==> src/rtl/ostp_ram.sv <==
// ----------------------------------------------------------------------------
// ostp_ram: generic single-port-write, single-read RAM
// One write and one registered read per cycle.
// ----------------------------------------------------------------------------
module ostp_ram #(
  parameter int WIDTH = 8,
  parameter int DEPTH = 64
) (
  input  logic                     clk,
  input  logic                     we,
  input  logic [$clog2(DEPTH)-1:0] waddr,
  input  logic [WIDTH-1:0]         wdata,
  input  logic [$clog2(DEPTH)-1:0] raddr,
  output logic [WIDTH-1:0]         rdata
);
  logic [WIDTH-1:0] mem [DEPTH];

  always_ff @(posedge clk) begin
    if (we) begin
      mem[waddr] <= wdata;
    end
    rdata <= mem[raddr];
  end
endmodule

==> config.mk <==
export PLATFORM = sky130hd
export DESIGN_NAME = ostp_ram
export DESIGN_NICKNAME = d
export VERILOG_FILES = /design/src/rtl/ostp_ram.sv
export SDC_FILE = /design/constraint.sdc
export NUM_CORES = 1
export LEC_CHECK = 0
export BUFFER_PORTS_ARGS = -buffer_cell sky130_fd_sc_hd__buf_2
export CAP_MARGIN = 20
export CORE_ASPECT_RATIO = 1.2
export CORE_MARGIN = 2
export CORE_UTILIZATION = 40
export DETAILED_ROUTE_END_ITERATION = 8
export PLACE_DENSITY = 0.52
export SYNTH_ARGS = -nofsm -noshare
export SYNTH_HDL_FRONTEND = slang
export SYNTH_SLANG_ARGS = --single-unit
==> constraint.sdc <==
create_clock -name clk -period 2.5 [get_ports clk]
set_clock_uncertainty 0.15 [all_clocks]
set_input_delay 0.375 -clock clk [delete_from_list [all_inputs] [get_ports clk]]
set_output_delay 0.375 -clock clk [all_outputs]
set_load 0.01 [all_outputs]
* Word level (Yosys, flattened, before mapping) *
Memories as Yosys holds them, arrays and structs flattened. A register that Yosys moved wholly into a read port is not among the register bits.
Cells that the tools add are included.

cells by class
  multiplexer cells = 2

operator list
  operator  count
  $mux 1    2

word-level totals
  register bits after elaboration = 0
  memory bits (writable) = 512
  input bits = 22
  output and inout bits = 8
  logic and storage cells = 3
  memories kept = 1

memories
  name  depth  bits a word  rd ports  clocked after memory_dff  wr ports  RTL line  source
  mem   64     8            1         1                         1         16        logic [WIDTH-1:0] mem [DEPTH];

* Depth between registers and ports, before layout *
  word-level depth = 2
  mapped depth = 9
  depth with buffers taken out = 5

* Worst setup path after synthesis *
OpenSTA, ideal clock, no wires.

  path kind = input to register
  from = input raddr[1]
  to = register rdata[3], read port of mem
  setup time = 128 ps
  arrival = 1915 ps
  path slack = 307 ps
  cell stages on the path = 7
  path buffers = 3
  cell sequence = buf_4 -> buf_2 -> buf_2 -> mux4_2 -> mux4_2 -> o21ai_1 -> o41ai_1

RTL lines
  element      RTL line  source
  from (decl)  13        input logic [$clog2(DEPTH)-1:0] raddr,
  to (decl)    14        output logic [WIDTH-1:0] rdata

==> metrics.cfg <==
[worst_setup_path]
startpoint_type=flop
cp_max_fo=1
critical_path_required_ns=2.80
crit_type=reg -> reg
endpoint_kind=flop
startpoint=mem[54][7]
r2r_start=mem[54][7]
cp.arrival_ns=2.54

[power]
p_leak_nw=7.64
peakVddDrop_mv=0.512
power_per_cell_area_nw_per_um2=756

[synth]
yosysSeqAreaShare_pct=77.0
synth_area_leaders=edfxtp_1 (76%), mux4_2 (14%), nor2_1 (1.5%), mux2i_1 (1.1%), dfxtp_1 (0.79%)
avgSynthCellArea_um2=21.5
yosys_warnings=0
synth-edff-count=512
synth_fp_nets=962
synth_flop_cell=edfxtp_1
ys_types=40
ys_seq_elements=520
synth_top_area_share_pct=76.2
postSynthCellCount=940
syn_area_um2=20200
synthArstFlopShare_pct=0
post-synth-top-area-cell=edfxtp_1

[die]
num_rows=90
num_io_pins=30
die-width_um=209
die_area_um2=52200
core_um2=50000
die_h_um=250
start_util_pct=40.3

[timing]
rsz0062_at_grt=false
finalSetupViolCount=0
worstMarginPinSlew_ns=1.00
slew_violations=0
min_period_ns=2.24
timing.fmax_mhz=447
maxSlewHeadroom_pct=33.0
finalHoldViolCount=0
timing.final.crit_share_pct=89.5
setup-tns-final_ns=0

[global_route]
grt.total_usage_pct=19.0
grt_pass1_vias=10276
grt_max_degree=65
antenna_found_initial=0
gr-total-overflow=0
grt_pass1_wl_um=70900

[layout]
drive_gt1_share_pct=33.0
layout_commonest_cell=edfxtp_1
fin_nets=1139
area_growth_pct=17.1
layout_common_cells=edfxtp_1 (512), buf_4 (133), mux4_2 (126)
n_antenna_cell=0
finalInstanceArea_um2=23600

[cts]
clock_latency_ns=0.59
clock-sinks=520
cts.reportedPaths.clkPinSlew_ns=0.06
ctsHoldBuffers=1
cts_tree=done
cts_root_buf=clkbuf_16
postCtsSetupBuffers=0
htreeDepth=2
cts_buffer_depth=3
numCtsBuffers=50
ctsResizeCount=0

[placed_design]
io_buffers=29
gp_congestion=0.769
post_dp_cell_area_um2=22100
dpl.hpwl_um=31100

[detailed_routing]
drtIter0Drc=887
dr_total_vias=9851
drc=0
drt_pass1_iterations=4
vias_per_cell=5.48
antenna_left=0
routedWlPerCell_um=26.9
finalWirelength_um=48400

[status]
status=completed

[hold_path]
holdCritStartpoint=raddr[5]
min_path_type=in -> reg

[job]
cap_violations=0

==> path summary, 6_finish.rpt <==
check	to	slack, ns	cells after the start
worst min register to register	rdata[7]	0.73	4
worst max-delay path	rdata[7]	0.26	4
worst min-delay path	rdata[1]	0.04	3
worst max register to register	rdata[7]	0.26	4
==> cells in the mapped netlist (all sizes together) (3+ instances only) <==
cell type / count
o21ai: 4
a21oi: 3
o22ai: 8
a211oi: 4
buf: 34
nor2b: 14
mux2: 13
nand2: 19
nand2b: 7
mux4: 126
mux2i: 23
o2111ai: 3
a221oi: 6
nand3: 13
clkbuf: 17
nor3: 7
o2bb2ai: 3
o221ai: 8
dfxtp: 8
edfxtp: 512
nor2: 83
a22oi: 3
nand3b: 3
==> sequential cells by signal, indices dropped and copies added, names as in the netlist <==
| register | cells |
|---|---|
| mem | 512 |
| rdata | 8 |
==> worst max-delay path, cell delays in order, from the launching register on <==
cell      delay [ns]
edfxtp_1        0.37
mux4_2          0.48
mux4_2          0.52
o21ai_0         0.50
nand2_1         0.09
==> per-stage QoR <==
stage | worst slack, ns | util, % | std cells | hold WS [ns] | total power, mW
finish | 0.263 | 47.2 | 1797 | 0.0427 | 17.9
global route | 0.227 | 47.2 | 1797 | 0.0453 | 18.4
CTS | 0.251 | 47.2 | 1797 | 0.00692 | 18.1
detailed placement | -0.285 | 44.2 | 1708 | 0.512 | 10.9
global placement | -0.308 | 44.2 | 1708 | 0.509 | 10.9
floorplan | 0.307 | - | 940 | 0.324 | 10.4
==> layout make-up <==
cell class | count | area, um^2
fillers | 4220 | 26400
flip-flops and latches | 520 | 15500
multi-input cells | 369 | 4320
repair buffers | 176 | 1450
clock buffers | 64 | 1330
well taps | 644 | 806
clock inverters | 24 | 186
==> layer usage <==
layer  vias to the layer above  global-route usage (%)  wire length, um
met3                        81                    3.15             2030
met1                      5252                    25.5            20600
met4                         0                    6.82             1500
met5                         -                       0                0
met2                       238                    31.4            24200
li1                       4280                       -                -
==> power breakdown <==
part	total [mW]	internal [mW]	switching, mW	leakage [nW]
combinational	1.01	0.418	0.587	2.22
sequential	9.68	9.65	0.0331	4.67
clock	7.17	4.03	3.14	0.746
==> kinds of logic after synthesis <==
kind of cell,after synthesis,share of synthesized area (%)
flip-flops,520,77.0
multiplexers,162,15.9
AND/OR/NAND/NOR,153,3.39
AO/OA/AOI/OAI,54,2.07
buffers and inverters,51,1.57
Power figures use the tool's default switching activity.
